**src/elephant_flow_tracker_assert.svh**
```systemverilog
// Assertion macros for the elephant flow tracker.
// Expects signals clk and rst_n in the scope of use.
`ifndef ELEPHANT_FLOW_TRACKER_ASSERT_SVH
`define ELEPHANT_FLOW_TRACKER_ASSERT_SVH
`ifndef SYNTH
`define EFT_ASSERT_IMP(label, ante, cons) \
    label: assert property (@(posedge clk) disable iff (!rst_n) (ante) |-> (cons)) \
        else $error("eft assertion failed");
`define EFT_ASSERT_NXT(label, ante, cons) \
    label: assert property (@(posedge clk) disable iff (!rst_n) (ante) |=> (cons)) \
        else $error("eft assertion failed");
`else
`define EFT_ASSERT_IMP(label, ante, cons)
`define EFT_ASSERT_NXT(label, ante, cons)
`endif
`endif

```
**src/eft_pkg.sv**
```systemverilog
// Shared types and constants for the elephant flow tracker.
// No dependencies.
package eft_pkg;

    localparam int FLOW_W   = 10;
    localparam int LEN_W    = 16;
    localparam int THR_W    = 24;
    localparam int CNT_W    = 25;
    localparam int DEM_W    = 11;
    localparam logic [DEM_W-1:0] DEMOTED_MAX = 11'd2047;

    localparam logic [1:0] MODE_PKT   = 2'd0;
    localparam logic [1:0] MODE_SWEEP = 2'd1;
    localparam logic [1:0] MODE_QUERY = 2'd2;
    localparam logic [1:0] MODE_NONE  = 2'd3;

    typedef enum logic [1:0] {
        OP_PKT   = 2'd0,
        OP_SWEEP = 2'd1,
        OP_QUERY = 2'd2,
        OP_NULL  = 2'd3
    } op_t;

    typedef struct packed {
        op_t               op;
        logic [FLOW_W-1:0] flow;
        logic [LEN_W-1:0]  len;
    } cmd_t;

    // head of the command queue, seen by the back end
    typedef struct packed {
        logic valid;
        cmd_t cmd;
    } q_head_t;

    // back end control back to the front end
    typedef struct packed {
        logic pop;
        logic clearing;
    } back_status_t;

    // one table entry
    typedef struct packed {
        logic [CNT_W-1:0] cnt;
        logic             el;
        logic             ag;
    } entry_t;

endpackage

```
**src/eft_front.sv**
```systemverilog
// Front end: accepts items, classifies them into commands, two-entry queue.
// Depends on eft_pkg.
module eft_front #(
    parameter int NUM_FLOWS = 1024
) (
    input  logic                         clk,
    input  logic                         rst_n,
    input  logic                         in_valid,
    output logic                         in_ready,
    input  logic [1:0]                   mode,
    input  logic [eft_pkg::FLOW_W-1:0]   flow_id,
    input  logic [eft_pkg::LEN_W-1:0]    byte_length,
    input  logic [eft_pkg::THR_W-1:0]    threshold,
    input  eft_pkg::back_status_t        status,
    output eft_pkg::q_head_t             head
);

    eft_pkg::cmd_t cmd_in;
    eft_pkg::cmd_t q_reg [2];
    logic          wr_ptr_reg, wr_ptr_next;
    logic          rd_ptr_reg, rd_ptr_next;
    logic [1:0]    cnt_reg, cnt_next;
    logic          push;
    logic          out_of_range;

    assign out_of_range = (32'(flow_id) >= 32'(NUM_FLOWS));

    always_comb
    begin
        cmd_in.flow = flow_id;
        cmd_in.len  = byte_length;
        unique case (mode)
            eft_pkg::MODE_SWEEP: cmd_in.op = eft_pkg::OP_SWEEP;
            eft_pkg::MODE_PKT:
            begin
                if (out_of_range)
                    cmd_in.op = eft_pkg::OP_NULL;
                else if (threshold != '0)
                    cmd_in.op = eft_pkg::OP_PKT;
                else
                    cmd_in.op = eft_pkg::OP_QUERY;   // tracking disabled
            end
            eft_pkg::MODE_QUERY:
                cmd_in.op = out_of_range ? eft_pkg::OP_NULL : eft_pkg::OP_QUERY;
            default: cmd_in.op = eft_pkg::OP_NULL;
        endcase
    end

    assign in_ready = (cnt_reg != 2'd2) && !status.clearing;
    assign push     = in_valid && in_ready;

    always_comb
    begin
        wr_ptr_next = wr_ptr_reg ^ push;
        rd_ptr_next = rd_ptr_reg ^ status.pop;
        cnt_next    = cnt_reg + {1'b0, push} - {1'b0, status.pop};
    end

    always_ff @(posedge clk or negedge rst_n)
    begin
        if (!rst_n)
        begin
            wr_ptr_reg <= 1'b0;
            rd_ptr_reg <= 1'b0;
            cnt_reg    <= 2'd0;
        end
        else
        begin
            wr_ptr_reg <= wr_ptr_next;
            rd_ptr_reg <= rd_ptr_next;
            cnt_reg    <= cnt_next;
        end
    end

    always_ff @(posedge clk)
    begin
        if (push)
        begin
            q_reg[wr_ptr_reg] <= cmd_in;
        end
    end

    assign head.valid = (cnt_reg != 2'd0);
    assign head.cmd   = q_reg[rd_ptr_reg];

endmodule

```
**config.mk**
```make
export PLATFORM = sky130hd
export DESIGN_NAME = eft_front
export DESIGN_NICKNAME = d
export VERILOG_FILES = /design/src/elephant_flow_tracker_assert.svh /design/src/eft_pkg.sv /design/src/eft_front.sv
export SDC_FILE = /design/constraint.sdc
export NUM_CORES = 1
export LEC_CHECK = 0
export ABC_AREA = 1
export BUFFER_PORTS_ARGS = -buffer_cell sky130_fd_sc_hd__buf_2
export CORE_ASPECT_RATIO = 1.75
export CORE_MARGIN = 1.5
export CORE_UTILIZATION = 42
export CTS_CLUSTER_SIZE = 16
export DETAILED_ROUTE_END_ITERATION = 7
export GPL_ROUTABILITY_DRIVEN = 0
export GPL_TIMING_DRIVEN = 0
export PLACE_DENSITY_LB_ADDON = 0.08
export SETUP_SLACK_MARGIN = 0.3
export SLEW_MARGIN = 0
export SYNTH_ARGS = -nofsm -noshare
export SYNTH_HDL_FRONTEND = slang
export SYNTH_SLANG_ARGS = --single-unit
export TNS_END_PERCENT = 30
```
**constraint.sdc**
```tcl
create_clock -name clk -period 3.3 [get_ports clk]
set_clock_uncertainty 0.15 [all_clocks]
set_input_delay 0.33 -clock clk [delete_from_list [all_inputs] [get_ports clk]]
set_output_delay 0.33 -clock clk [all_outputs]
set_load 0.02 [all_outputs]
```
* Word-level counts from Yosys, hierarchy flattened
Memories as Yosys holds them, arrays and structs flattened.
Index checks and enable logic that the tools add are counted.
** Operators by class
- Multiplexer cells :: 4
- Eq/ne operators :: 3
- Add/sub/neg operators :: 2
- Bitwise gates (word level) :: 2
- Reductions and logical operators :: 6
** Operators by type and width (number)
- nonzero test 24 bit :: 1
- case mux 2 bit (3 select lines) :: 1
- adder 2 x 1 -> 2 bit :: 1
- equality test 2 x 1 -> 1 bit (second input constant) :: 1
- equality test 2 bit (second input constant) :: 1
- logical AND 1 bit :: 2
- logical NOT 2 bit :: 1
- two-way mux 1 bit :: 2
- two-way mux 2 bit :: 1
- inequality test 2 bit (second input constant) :: 1
- nonzero test 2 bit :: 1
- subtractor 2 x 1 -> 2 bit :: 1
- bitwise XOR 1 bit :: 2
- logical NOT 1 bit :: 1
** Word-level totals
- RAM bits :: 56
- Word-level logic and storage cells :: 21
- Memories :: 1
- Bits of input ports :: 57
- Bits in registers :: 4
** Memory list
- q_reg :: words 2, width 28, read ports 1, clocked after Yosys merged registers in 0, wr ports 1, line eft_front.sv:19 : eft_pkg::cmd_t q_reg [2];

* Logic depth before layout (Yosys ltp)
Gate-level depths: netlist (run 1).
- Depth in word-level cells :: 5
- Gate-level depth with buffers :: 7
- Depth with buffers taken out :: 7

* Least setup slack after synthesis (run 1)
No wires, ideal clock.
- Kind :: register -> register
- Start :: reg cnt_reg[1]
- End :: mem q_reg[1][0] (netlist name), enable pin
- Cell stages (with the launch flop) :: 5
- Path slack :: 0.998 ns
- Arrival :: 1.764 ns
- Required time :: 2.763 ns
- Cell sequence :: dfrtp_1 a21oi_1 nand2_1 inv_1 ha_1
** On the way
- Longest elaborated chain between the ends :: 5
** Ends and longest elaborated chain
- start, declared :: line eft_front.sv:22 : logic [1:0] cnt_reg, cnt_next;
- start signal, assigned :: line eft_front.sv:71 : cnt_reg <= cnt_next;
- inequality test 2 bit :: line eft_front.sv:49 : assign in_ready = (cnt_reg != 2'd2) && !status.clearing;
- logical AND 1 bit :: line eft_front.sv:49
- net in_ready :: line eft_front.sv:9 : output logic in_ready,
- logical AND 1 bit :: line eft_front.sv:50 : assign push = in_valid && in_ready;
- two-way mux 1 bit :: line eft_front.sv:77 : if (push)
- two-way mux 1 bit (implied by the code) :: line eft_front.sv:79 : q_reg[wr_ptr_reg] <= cmd_in;
- end, declared :: line eft_front.sv:19
The timed path passes the listed nets, and every way through them passes these cells.

* Worst setup path in the final report (run 1)
- Start :: reg cnt_reg[1]
- End :: mem q_reg[0][10] (netlist name), enable pin
** On the way
- Longest elaborated chain between the ends :: 5
** Ends and longest elaborated chain (line)
- inequality test 2 bit :: eft_front.sv:49
- logical AND 1 bit :: eft_front.sv:49
- logical AND 1 bit :: eft_front.sv:50
- two-way mux 1 bit :: eft_front.sv:77
- two-way mux 1 bit (implied by the code) :: eft_front.sv:79
Every way passes these cells.

==> results of run 1 <==
==> cells in the mapped netlist <==
| library cell | number | share of area, % |
|---|---|---|
| inv_1 | 7 | 1.1 |
| buf_4 | 1 | 0.32 |
| nor2_1 | 15 | 2.4 |
| edfxtp_1 | 56 | 71 |
| mux2_2 | 18 | 8.5 |
| mux2_4 | 10 | 6.3 |
| xor2_1 | 1 | 0.37 |
| xnor2_1 | 2 | 0.74 |
| a21oi_1 | 1 | 0.21 |
| nand3_1 | 2 | 0.42 |
| buf_8 | 1 | 0.63 |
| nand2_1 | 7 | 1.1 |
| ha_1 | 4 | 2.1 |
| clkbuf_1 | 1 | 0.16 |
| buf_6 | 1 | 0.47 |
| dfrtp_1 | 4 | 4.2 |
| or2_2 | 1 | 0.26 |
==> final cells by class <==
type                            instances  area share, %
Inverter                                7          0.835
Timing Repair Buffer                   87           14.0
Sequential cell                        60           56.6
Buffer                                  4           1.19
Multi-Input combinational cell         61           17.0
Clock inverter                          5           3.18
Clock buffer                           11           4.17
Tap cell                               76           3.02
==> placed cells by master (no fill, tap or decap), drive strengths merged <==
| cell type | count |
|---|---|
| buf | 89 |
| edfxtp | 56 |
| mux2 | 28 |
| nor2 | 15 |
| clkbuf | 12 |
| nand2 | 7 |
| inv | 7 |
| dfrtp | 4 |
| ha | 4 |
| bufinv | 3 |
| nand3 | 2 |
| xnor2 | 2 |
| clkinv | 2 |
| a21oi | 1 |
| xor2 | 1 |
| or2 | 1 |
| dlygate4sd3 | 1 |
==> how the worst max path moves through the flow <==
| stage | end | slack, ps | depth (start not counted) |
|---|---|---|---|
| floorplan | q_reg[1][0]$_DFFE_PP_ | 1000 | 4 |
| finish | q_reg[0][10]$_DFFE_PP_ | 940 | 4 |
| global route | q_reg[0][27]$_DFFE_PP_ | 720 | 4 |
| CTS | q_reg[1][4]$_DFFE_PP_ | 850 | 4 |
| global placement | q_reg[1][15]$_DFFE_PP_ | 970 | 5 |
| detailed placement | q_reg[1][16]$_DFFE_PP_ | 860 | 5 |
==> stage by stage <==
stage	power (mW)	area, um^2
after global placement	1.77	2900
after CTS	2.57	3150
final	2.52	3150
after detailed placement	1.80	2900
after global routing	2.64	3150
after floorplan	1.57	2380
==> kinds of logic (layout without fill, tap and decap cells) <==
group	after synthesis	count (layout)	share of synthesized area [%]
flip-flops	60	60	74.9
multiplexers	28	28	14.8
AND/OR/NAND/NOR	25	25	4.16
buffers and inverters	11	114	2.68
adder cells (fa/ha/maj)	4	4	2.10
XOR/XNOR	3	3	1.10
AO/OA/AOI/OAI	1	1	0.210
==> power groups by stage <==
stage / clock [mW] / combinational (mW) / sequential (mW)
final: 0.758 / 0.770 / 0.994
after global routing: 0.808 / 0.834 / 1.00
after detailed placement: 0 / 0.784 / 1.01
after CTS: 0.781 / 0.788 / 0.997
after floorplan: 0 / 0.567 / 0.998
after global placement: 0 / 0.766 / 1.00
==> repair_timing <==
action | CTS | global route
setup buffers | 0 | 0
hold buffers | 1 | 0
hold endpoints to repair | 4 | 0
==> metal layers <==
layer | up-vias | global-route usage, % | wire (um)
met4 | 0 | 8.72 | 29
met5 | - | 0 | 0
li1 | 678 | - | -
met3 | 2 | 4.52 | 238
met1 | 646 | 12.5 | 1440
met2 | 63 | 24.6 | 2290
==> metrics.md, run 1 <==
| Metric | Value |
|---|---|
| Initial Utilization | `roughly 43%` |
| Placeable core region | `between 0.005 and 0.006 mm^2` |
| Share of the clock period used by the worst path | `between 70% and 80%` |
| Number of placed cells counting well taps | `just under 300` |
| Synth Instances | `132` |
| Total buffers and inverters traversed by the critical path | `1` |
| Hold wc startpoint | `flow_id[7]` |
| Final-layout worst hold slack | `43.6 ps` |
| FF-to-FF Start | `cnt_reg[1]$_DFF_PN0_` |
| Pre-CTS worst setup slack | `861 ps` |
| Pin count of the biggest net entering global routing | `29` |
| Number of warnings issued by yosys | `0` |
| Cell-internal power | `~1.8 mW` |
| Critical path arrival | `approximately 2100 ps` |
| Maximum buffer depth of the clock tree | `2` |
| Source-to-sink clock delay at the later pin of the worst-skew pair | `around 320 ps` |
| Required arrival time at the worst endpoint | `3080 ps` |
| First-pass GRT wire length | `5860 um` |
| Number of CTS-inserted buffers | `9` |
| Mean number of vias per cell | `4.47` |
| Vias in the first global route | `1400` |
| Post-DRT Antenna Nets | `0` |
| Worst-Margin Slew | `approximately 1300 ps` |
| Startpoint types | `register` |
| Area overhead of the layout relative to synthesis | `32.4%` |
| Number of antenna violations at the first check in global routing | `0` |
| Number of core rows | `36` |
| Maximum fanout encountered on the critical timing path | `28` |
| Worst relative slew slack | `11.2%` |
| Number of distinct library cell variants in the gate-level netlist after synthesis | `17` |
| Antenna Diode Count | `0` |
| Endpoint kind of the worst setup timing path | `register` |
| Post-layout worst setup margin | `937 ps` |
| GRT Util Overall | `13.6%` |
| Sequential fraction of the synthesis area | `roughly three quarters` |
| Cell with the biggest individual delay on the critical path | `ha_1` |
| Chip Width | `around 60 um` |
| HPWL after detailed placement | `between 2000 and 3000 um` |
| Die extent in y | `about 100 um` |
| Max Clock Freq | `about 0.42 GHz` |
| Final Hold Violating Endpoints | `0` |
| Start point of the critical path | `cnt_reg[1]$_DFF_PN0_` |
| Crit-path max cell delay | `about 1000 ps` |
| Count of max-cap constraint violations | `0` |
| Layout net count | `slightly below 300` |
| Setup-failing EPs final | `0` |
| Count of vias placed by the detailed router | `between 1000 and 1500` |
| DRT Wirelength | `approximately 4000 um` |
| Pwr Density | `~800 mW/mm^2` |
| Synthesized flop and latch total | `60` |
| Cell family with most CP delay | `adder cells` |
| R2R cell count | `4` |
| Mean instance size in the synthesized netlist | `approximately 18 um^2` |
| Count of pins over their slew limit | `0` |
| Post-synthesis cell area | `around 0.0024 mm^2` |
| I/O pins | `87` |
| Filler instances | `around 480` |
| Clock transition at the register clock pins on the worst setup and hold paths after CTS | `60 ps` |
| Fraction of power spent switching nets | `28.2%` |
| LEAKAGE | `between 1 and 1.5 nW` |
| Flip-flop and latch area | `0.00178 mm^2` |
| Master cell of the clock root buffer | `clkbuf_8` |
| Classification of the worst setup path | `reg -> reg` |
| Overflow left after global routing | `0` |
| Number of cells in the finished layout apart from fillers | `311` |
| Shortest period the worst path allows | `~2400 ps` |
| Iteration-0 DRC count of the detailed router | `14` |
| CTS tree | `done` |
| Power spent charging and discharging nets | `between 0.7 and 0.8 mW` |
| Combinational Power Share | `between 30 and 40%` |
| Clock tree sinks | `60` |
| Post_cts resized | `0` |
| Layout Utilization | `between 50% and 60%` |
| Run status | `completed` |
| Hold path depth | `1` |
| R2R Path End | `q_reg[0][10]$_DFFE_PP_` |
| Fraction of layout cells with a size suffix above 1 | `56.6%` |
| Endpoint of the worst hold path | `q_reg[1][23]$_DFFE_PP_` |
| H-tree levels | `3` |
| Series of cell instances along the critical path | `a21oi_1, nand2_1, inv_1, ha_1` |
| Final TNS setup | `0 ps` |
| Flop2flop setup slack | `around 940 ps` |
| Routed wirelength normalized by instance count | `roughly 13 um` |
| Count of TritonRoute iterations in the first routing pass | `4` |
| Clock share of power | `between 30 and 40%` |
| Remaining DRCs | `0` |
| Unrepaired setup endpoints after global routing | `false` |
| Die area | `a little over 0.006 mm^2` |
| Flip-flop count of the largest register after layout | `56` |
| Power share of the sequential group | `about 40%` |
| Count of buffers from port buffering | `86` |
| Worst hold path class | `in -> reg` |
| Syn Nets | `193` |
| Max VDD drop | `0.503 mV` |
| Footprint of the multi-input gates | `536 um^2` |
Power figures use the tool's default switching activity.
==> run 2: changes to the inputs <==
Clock period 3.3 ns to 2 ns, I/O delays scaled along.
==> run 2 against run 1 <==
Net effect: worst hold slack got worse by 24 ps; clock power rose by 36%; utilization rose by 9.6 points; critical path depth did not move; sequential power rose by 66%.
==> metrics.md, run 2 (synthesized netlist as in run 1, its figures left out) <==
| Metric | Value |
|---|---|
| Routed wirelength normalized by instance count | `14.6 um (was 12.9 um)` |
| Die area | `0.00614 mm^2 (unchanged)` |
| Chip Width | `59.9 um (unchanged)` |
| Most used cells in the layout excluding fill and tap cells | `buf_2, edfxtp_1, dlygate4sd3_1, buf_6, mux2_4 (was buf_2, edfxtp_1, mux2_2, nor2_1, mux2_4)` |
| Final Hold Violating Endpoints | `0 (unchanged)` |
| GRT Util Overall | `16.9% (was 13.6%)` |
| Layout Utilization | `66.8% (was 57.3%)` |
| R2R Path End | `q_reg[1][27]$_DFFE_PP_ (was q_reg[0][10]$_DFFE_PP_)` |
| Post-DRT Antenna Nets | `0 (unchanged)` |
| Source-to-sink clock delay at the later pin of the worst-skew pair | `330 ps (was 320 ps)` |
| Worst-Margin Slew | `180 ps (was 1330 ps)` |
| Run status | `completed (unchanged)` |
| Startpoint types | `register (unchanged)` |
| Most common cell after layout, fill and taps aside | `buf_2 (unchanged)` |
| Worst hold path class | `in -> reg (unchanged)` |
| LEAKAGE | `1.52 nW (was 1.31 nW)` |
| Hold wc startpoint | `mode[0] (was flow_id[7])` |
| Shortest period the worst path allows | `1800 ps` |
| Max Clock Freq | `~0.56 GHz` |
| Flop2flop setup slack | `380 ps (was 940 ps)` |
| R2R cell count | `5 (was 4)` |
| DRT Wirelength | `5030 um (was 4000 um)` |
| Iteration-0 DRC count of the detailed router | `34 (was 14)` |
| Antenna Diode Count | `0 (unchanged)` |
| Flip-flop count of the largest register after layout | `56 (unchanged)` |
| First-pass GRT wire length | `7220 um (was 5860 um)` |
| Post-route total power | `4.45 mW (was 2.52 mW)` |
| Layout net count | `325 (was 291)` |
| Master cell of the clock root buffer | `clkbuf_8 (unchanged)` |
| HPWL after detailed placement | `2990 um (was 2840 um)` |
| FF-to-FF Start | `cnt_reg[1]$_DFF_PN0_ (unchanged)` |
| Overflow left after global routing | `0 (unchanged)` |
| Series of cell instances along the critical path | `buf_6, buf_12, mux2_4, buf_6 (was a21oi_1, nand2_1, inv_1, ha_1)` |
| Initial Utilization | `43.3% (unchanged)` |
| Vias in the first global route | `1636 (was 1400)` |
| Endpoint kind of the worst setup timing path | `primary output (was register)` |
| Crit-path max cell delay | `390 ps (was 1040 ps)` |
| Number of CTS-inserted buffers | `9 (unchanged)` |
| Post-layout worst setup margin | `202 ps (was 937 ps)` |
| Setup-failing EPs final | `0 (unchanged)` |
| Pin count of the biggest net entering global routing | `29 (unchanged)` |
| Final TNS setup | `0 ps (unchanged)` |
| Max VDD drop | `0.806 mV (was 0.503 mV)` |
| Count of max-cap constraint violations | `0 (unchanged)` |
| Pwr Density | `1210 mW/mm^2 (was 801 mW/mm^2)` |
| Maximum fanout encountered on the critical timing path | `7 (was 28)` |
| Die extent in y | `103 um (unchanged)` |
| Pre-CTS worst setup slack | `200 ps (was 861 ps)` |
| Hold path depth | `2 (was 1)` |
| Critical path arrival | `1450 ps (was 2140 ps)` |
| Number of antenna violations at the first check in global routing | `0 (unchanged)` |
| Unrepaired setup endpoints after global routing | `true (was false)` |
| Cell with the biggest individual delay on the critical path | `dfrtp_1 (was ha_1)` |
| Total buffers and inverters traversed by the critical path | `3 (was 1)` |
| Crit-path most repeated cell | `buf_6` |
| Count of pins over their slew limit | `0 (unchanged)` |
| Stages on worst setup path | `4 (unchanged)` |
| Share of the clock period used by the worst path | `about 90%` |
| Filler instances | `424 (was 475)` |
| Placeable core region | `0.00550 mm^2 (unchanged)` |
| Worst relative slew slack | `87.9% (was 11.2%)` |
| Count of TritonRoute iterations in the first routing pass | `4 (unchanged)` |
| I/O pins | `87 (unchanged)` |
| Mean number of vias per cell | `4.55 (was 4.47)` |
| Clock transition at the register clock pins on the worst setup and hold paths after CTS | `60 ps (about the same)` |
| Fraction of layout cells with a size suffix above 1 | `53.5% (was 56.6%)` |
| Endpoint of the worst hold path | `q_reg[1][26]$_DFFE_PP_ (was q_reg[1][23]$_DFFE_PP_)` |
| Maximum buffer depth of the clock tree | `2 (unchanged)` |
| Remaining DRCs | `0 (unchanged)` |
| H-tree levels | `3 (unchanged)` |
| Area overhead of the layout relative to synthesis | `54.4% (was 32.4%)` |
| Classification of the worst setup path | `reg -> out (was reg -> reg)` |
| Required arrival time at the worst endpoint | `1650 ps (was 3080 ps)` |
| CTS tree | `done (unchanged)` |
| Clock tree sinks | `60 (unchanged)` |
| Count of vias placed by the detailed router | `1570 (was 1389)` |
| Number of core rows | `36 (unchanged)` |
| Count of buffers from port buffering | `86 (unchanged)` |
| Cell family with most CP delay | `buffers and inverters (was adder cells)` |
==> run 2: changes by cell type in the layout (fill, tap and decap cells not counted), moves of 2 or more <==
cell           change
mux2_4             +7
clkbuf_1           -2
buf_12             +4
ha_4               +2
clkinvlp_4         +3
buf_6             +18
buf_2             -17
mux2_2             -7
dlygate4sd3_1     +28
bufinv_16          -2
==> run 2: per-layer routing <==
metal / track usage [%] / up-vias / wire length [um]
met3: 5.52 / 9 / 300
li1: - / 750 / -
met1: 15.8 / 740 / 1700
met5: 0 / - / 0
met2: 31.4 / 71 / 2930
met4: 8.21 / 0 / 102
==> run 2: how the worst max path moves through the flow <==
| stage | end | from |
|---|---|---|
| 6_report | head[2] | rd_ptr_reg$_DFF_PN0_ |
| 2_1_floorplan | q_reg[0][0]$_DFFE_PP_ | cnt_reg[1]$_DFF_PN0_ |
| 3_3_place_gp | q_reg[0][12]$_DFFE_PP_ | cnt_reg[1]$_DFF_PN0_ |
| 3_5_place_dp | q_reg[0][14]$_DFFE_PP_ | cnt_reg[1]$_DFF_PN0_ |
| 5_1_grt | head[2] | rd_ptr_reg$_DFF_PN0_ |
| 4_1_cts | head[2] | rd_ptr_reg$_DFF_PN0_ |
==> run 2: layout make-up <==
class	instances	area (um^2)	area share, %
buffer	4	42.5	1.16
clock buffer	9	124	3.37
clock inverter	7	67.6	1.84
inverter	7	26.3	0.715
multi-input combinational	61	596	16.2
sequential	60	1780	48.5
tap	76	95.1	2.59
timing repair buffer	121	941	25.6
==> run 2: timing repair <==
item                                   CTS  global route
buffers inserted                         1             4
cloned                                   1             0
setup endpoints to repair               84            84
resized for setup                       43             1
endpoints found under the hold margin   59             0
hold buffers                            29             0
pin swaps                                1             2
==> run 2: through the flow <==
step,area [um^2],std cells,hold slack (ps)
6_report,3670,345,19.6
2_1_floorplan,2410,132,-246
3_5_place_dp,2940,294,-137
5_1_grt,3670,345,16.6
4_1_cts,3610,341,3.04
3_3_place_gp,2940,294,-138
==> run 2: where the power goes <==
part / switching, mW / total, mW / internal, mW / leakage, nW
sequential: 0.0736 / 1.65 / 1.58 / 0.558
clock: 0.466 / 1.03 / 0.567 / 0.0910
combinational: 0.817 / 1.77 / 0.954 / 0.869
==> run 3: changes to the inputs <==
Settings changed: CORE_UTILIZATION 42 to 44.
==> run 3 against run 2 <==
Net effect: via count grew 0.32%; sequential power is essentially flat; critical endpoint is now head[13]; sequential cell count is the same; largest cell class unchanged; register-to-register slack lost 80 ps.
==> metrics.md, run 3 (synthesized netlist as in run 1, its figures left out) <==
| Metric | Value |
|---|---|
| H-tree levels | `3 (unchanged)` |
| DRT Wirelength | `4570 um (was 5030 um)` |
| Hold wc startpoint | `mode[1] (was mode[0])` |
| Setup-failing EPs final | `0 (unchanged)` |
| Classification of the worst setup path | `reg -> out (unchanged)` |
| Share of the clock period used by the worst path | `90.2% (was 89.9%)` |
| Count of vias placed by the detailed router | `1575 (was 1570)` |
| Shortest period the worst path allows | `1800 ps (about the same)` |
| Clock tree sinks | `60 (unchanged)` |
| Source-to-sink clock delay at the later pin of the worst-skew pair | `330 ps (about the same)` |
| HPWL after detailed placement | `2980 um (was 2990 um)` |
| Cell with the biggest individual delay on the critical path | `dfrtp_1 (unchanged)` |
| Flop2flop setup slack | `300 ps (was 380 ps)` |
| Chip Width | `58.6 um (was 59.9 um)` |
| Die area | `0.00587 mm^2 (was 0.00614 mm^2)` |
| Number of antenna violations at the first check in global routing | `0 (unchanged)` |
| Endpoint of the worst hold path | `q_reg[1][27]$_DFFE_PP_ (was q_reg[1][26]$_DFFE_PP_)` |
| Pin count of the biggest net entering global routing | `29 (unchanged)` |
| Hold path depth | `3 (was 2)` |
| Run status | `completed (unchanged)` |
| Max Clock Freq | `0.554 GHz (was 0.556 GHz)` |
| Vias in the first global route | `1657 (was 1636)` |
| Layout net count | `324 (was 325)` |
| Finished Cell Area | `0.00361 mm^2 (was 0.00367 mm^2)` |
| CTS tree | `done (unchanged)` |
| FF-to-FF Start | `cnt_reg[1]$_DFF_PN0_ (unchanged)` |
| Worst hold path class | `in -> reg (unchanged)` |
| Iteration-0 DRC count of the detailed router | `32 (was 34)` |
| Endpoint kind of the worst setup timing path | `primary output (unchanged)` |
| Routed wirelength normalized by instance count | `14.1 um (was 14.6 um)` |
| Clock transition at the register clock pins on the worst setup and hold paths after CTS | `60 ps (about the same)` |
| Final Hold Violating Endpoints | `0 (unchanged)` |
| Master cell of the clock root buffer | `clkbuf_8 (unchanged)` |
| Pwr Density | `1270 mW/mm^2 (was 1210 mW/mm^2)` |
| Antenna Diode Count | `0 (unchanged)` |
| LEAKAGE | `1.50 nW (was 1.52 nW)` |
| Max VDD drop | `0.896 mV (was 0.806 mV)` |
| Most common cell after layout, fill and taps aside | `buf_2 (unchanged)` |
| Required arrival time at the worst endpoint | `1650 ps (about the same)` |
| Count of buffers from port buffering | `86 (unchanged)` |
| Crit-path most repeated cell | `buf_6 (unchanged)` |
| Overflow left after global routing | `0 (unchanged)` |
| Series of cell instances along the critical path | `buf_6, clkbuf_16, mux2_4, buf_6 (was buf_6, buf_12, mux2_4, buf_6)` |
| R2R Path End | `q_reg[1][27]$_DFFE_PP_ (unchanged)` |
| R2R cell count | `4 (was 5)` |
| Cell family with most CP delay | `buffers and inverters (unchanged)` |
| Number of placed cells counting well taps | `273 (was 294)` |
| First-pass GRT wire length | `6730 um (was 7220 um)` |
| Number of core rows | `35 (was 36)` |
| Number of cells in the finished layout apart from fillers | `323 (was 345)` |
| Count of max-cap constraint violations | `0 (unchanged)` |
| Mean number of vias per cell | `4.88 (was 4.55)` |
| Layout Utilization | `68.8% (was 66.8%)` |
| Count of TritonRoute iterations in the first routing pass | `4 (unchanged)` |
| Unrepaired setup endpoints after global routing | `true (unchanged)` |
| Flip-flop count of the largest register after layout | `56 (unchanged)` |
| GRT Util Overall | `16.1% (was 16.9%)` |
| Final TNS setup | `0 ps (unchanged)` |
| Initial Utilization | `45.3% (was 43.3%)` |
| Area overhead of the layout relative to synthesis | `52.0% (was 54.4%)` |
| Critical path arrival | `1450 ps (about the same)` |
| Placed inst area | `0.00291 mm^2 (was 0.00294 mm^2)` |
| Worst-Margin Slew | `404 ps (was 180 ps)` |
| Worst relative slew slack | `73.1% (was 87.9%)` |
| Total buffers and inverters traversed by the critical path | `3 (unchanged)` |
| Post-DRT Antenna Nets | `0 (unchanged)` |
| I/O pins | `87 (unchanged)` |
| Remaining DRCs | `0 (unchanged)` |
| Die extent in y | `100 um (was 103 um)` |
| Most used cells in the layout excluding fill and tap cells | `buf_2, edfxtp_1, dlygate4sd3_1, mux2_2, buf_6 (was buf_2, edfxtp_1, dlygate4sd3_1, buf_6, mux2_4)` |
| Filler instances | `369 (was 424)` |
| Count of pins over their slew limit | `0 (unchanged)` |
| Startpoint types | `register (unchanged)` |
| Crit-path max cell delay | `390 ps (about the same)` |
| Maximum fanout encountered on the critical timing path | `7 (unchanged)` |
| Placeable core region | `0.00526 mm^2 (was 0.00550 mm^2)` |
| Number of CTS-inserted buffers | `9 (unchanged)` |
| Maximum buffer depth of the clock tree | `2 (unchanged)` |
| Fraction of layout cells with a size suffix above 1 | `52.6% (was 53.5%)` |
## run 3: cell count changes in the layout (fill, tap and decap cells not counted), moves of 2 or more
cell / delta
buf_2: +2
buf_6: -2
bufinv_16: +2
mux2_2: +7
clkinvlp_4: -3
clkinv_1: +2
buf_4: +2
mux2_4: -7
clkinv_2: -2
## run 3: final cells by class
type,instances,area [um^2],area share [%]
buffer,4,42.5,1.18
clock buffer,10,128,3.53
clock inverter,6,103,2.84
inverter,7,26.3,0.727
multi-input combinational,61,569,15.7
sequential,60,1780,49.3
tap,55,68.8,1.90
timing repair buffer,120,896,24.8
## run 3: layer usage
| layer | wire [um] | GRT usage, % | part of all wire (%) |
|---|---|---|---|
| met1 | 1610 | 14.5 | 35 |
| met2 | 2590 | 29.5 | 57 |
| met3 | 307 | 6.57 | 6.7 |
| met4 | 56 | 7.87 | 1.2 |
| met5 | 0 | 0 | 0 |
## run 3: repair_timing
action	4_1_cts	5_1_grt
hold endpoints to repair	57	0
hold buffers	28	0
setup endpoints to repair	84	84
pin swaps	1	1
gates cloned	0	1
gates resized for setup	1	31
setup buffers	3	2
## run 3: worst min-delay path: stages
cell and delay, ps:
buf_2 80, inv_1 30, nand2_1 70
## run 3: worst max-delay path by stage
stage                               startpoint                     end  slack [ps]  cells past startpoint
after floorplan           cnt_reg[1]$_DFF_PN0_   q_reg[0][0]$_DFFE_PP_         300                      4
after global placement    cnt_reg[1]$_DFF_PN0_  q_reg[0][11]$_DFFE_PP_         280                      4
after detailed placement  cnt_reg[1]$_DFF_PN0_   q_reg[0][9]$_DFFE_PP_         210                      4
after CTS                 rd_ptr_reg$_DFF_PN0_                head[14]         170                      4
after global routing      rd_ptr_reg$_DFF_PN0_                head[16]         140                      4
final                     rd_ptr_reg$_DFF_PN0_                head[13]         200                      4
## run 3: report_power, final
group          internal (mW)  leakage [nW]  switching [mW]  total [mW]
logic                  0.898         0.825           0.774        1.67
registers               1.58         0.558          0.0696        1.65
clock network          0.818         0.115           0.440        1.26
total                   3.29          1.50            1.28        4.58
## run 3: metrics by stage
| stage | setup slack (ps) | total power, mW | hold WS (ps) |
|---|---|---|---|
| floorplan | 304 | 2.63 | -246 |
| finish | 196 | 4.58 | 27.3 |
| global placement | 277 | 2.96 | -139 |
| CTS | 174 | 4.39 | 11.4 |
| global route | 136 | 4.79 | 33.4 |
| detailed placement | 206 | 3.00 | -139 |
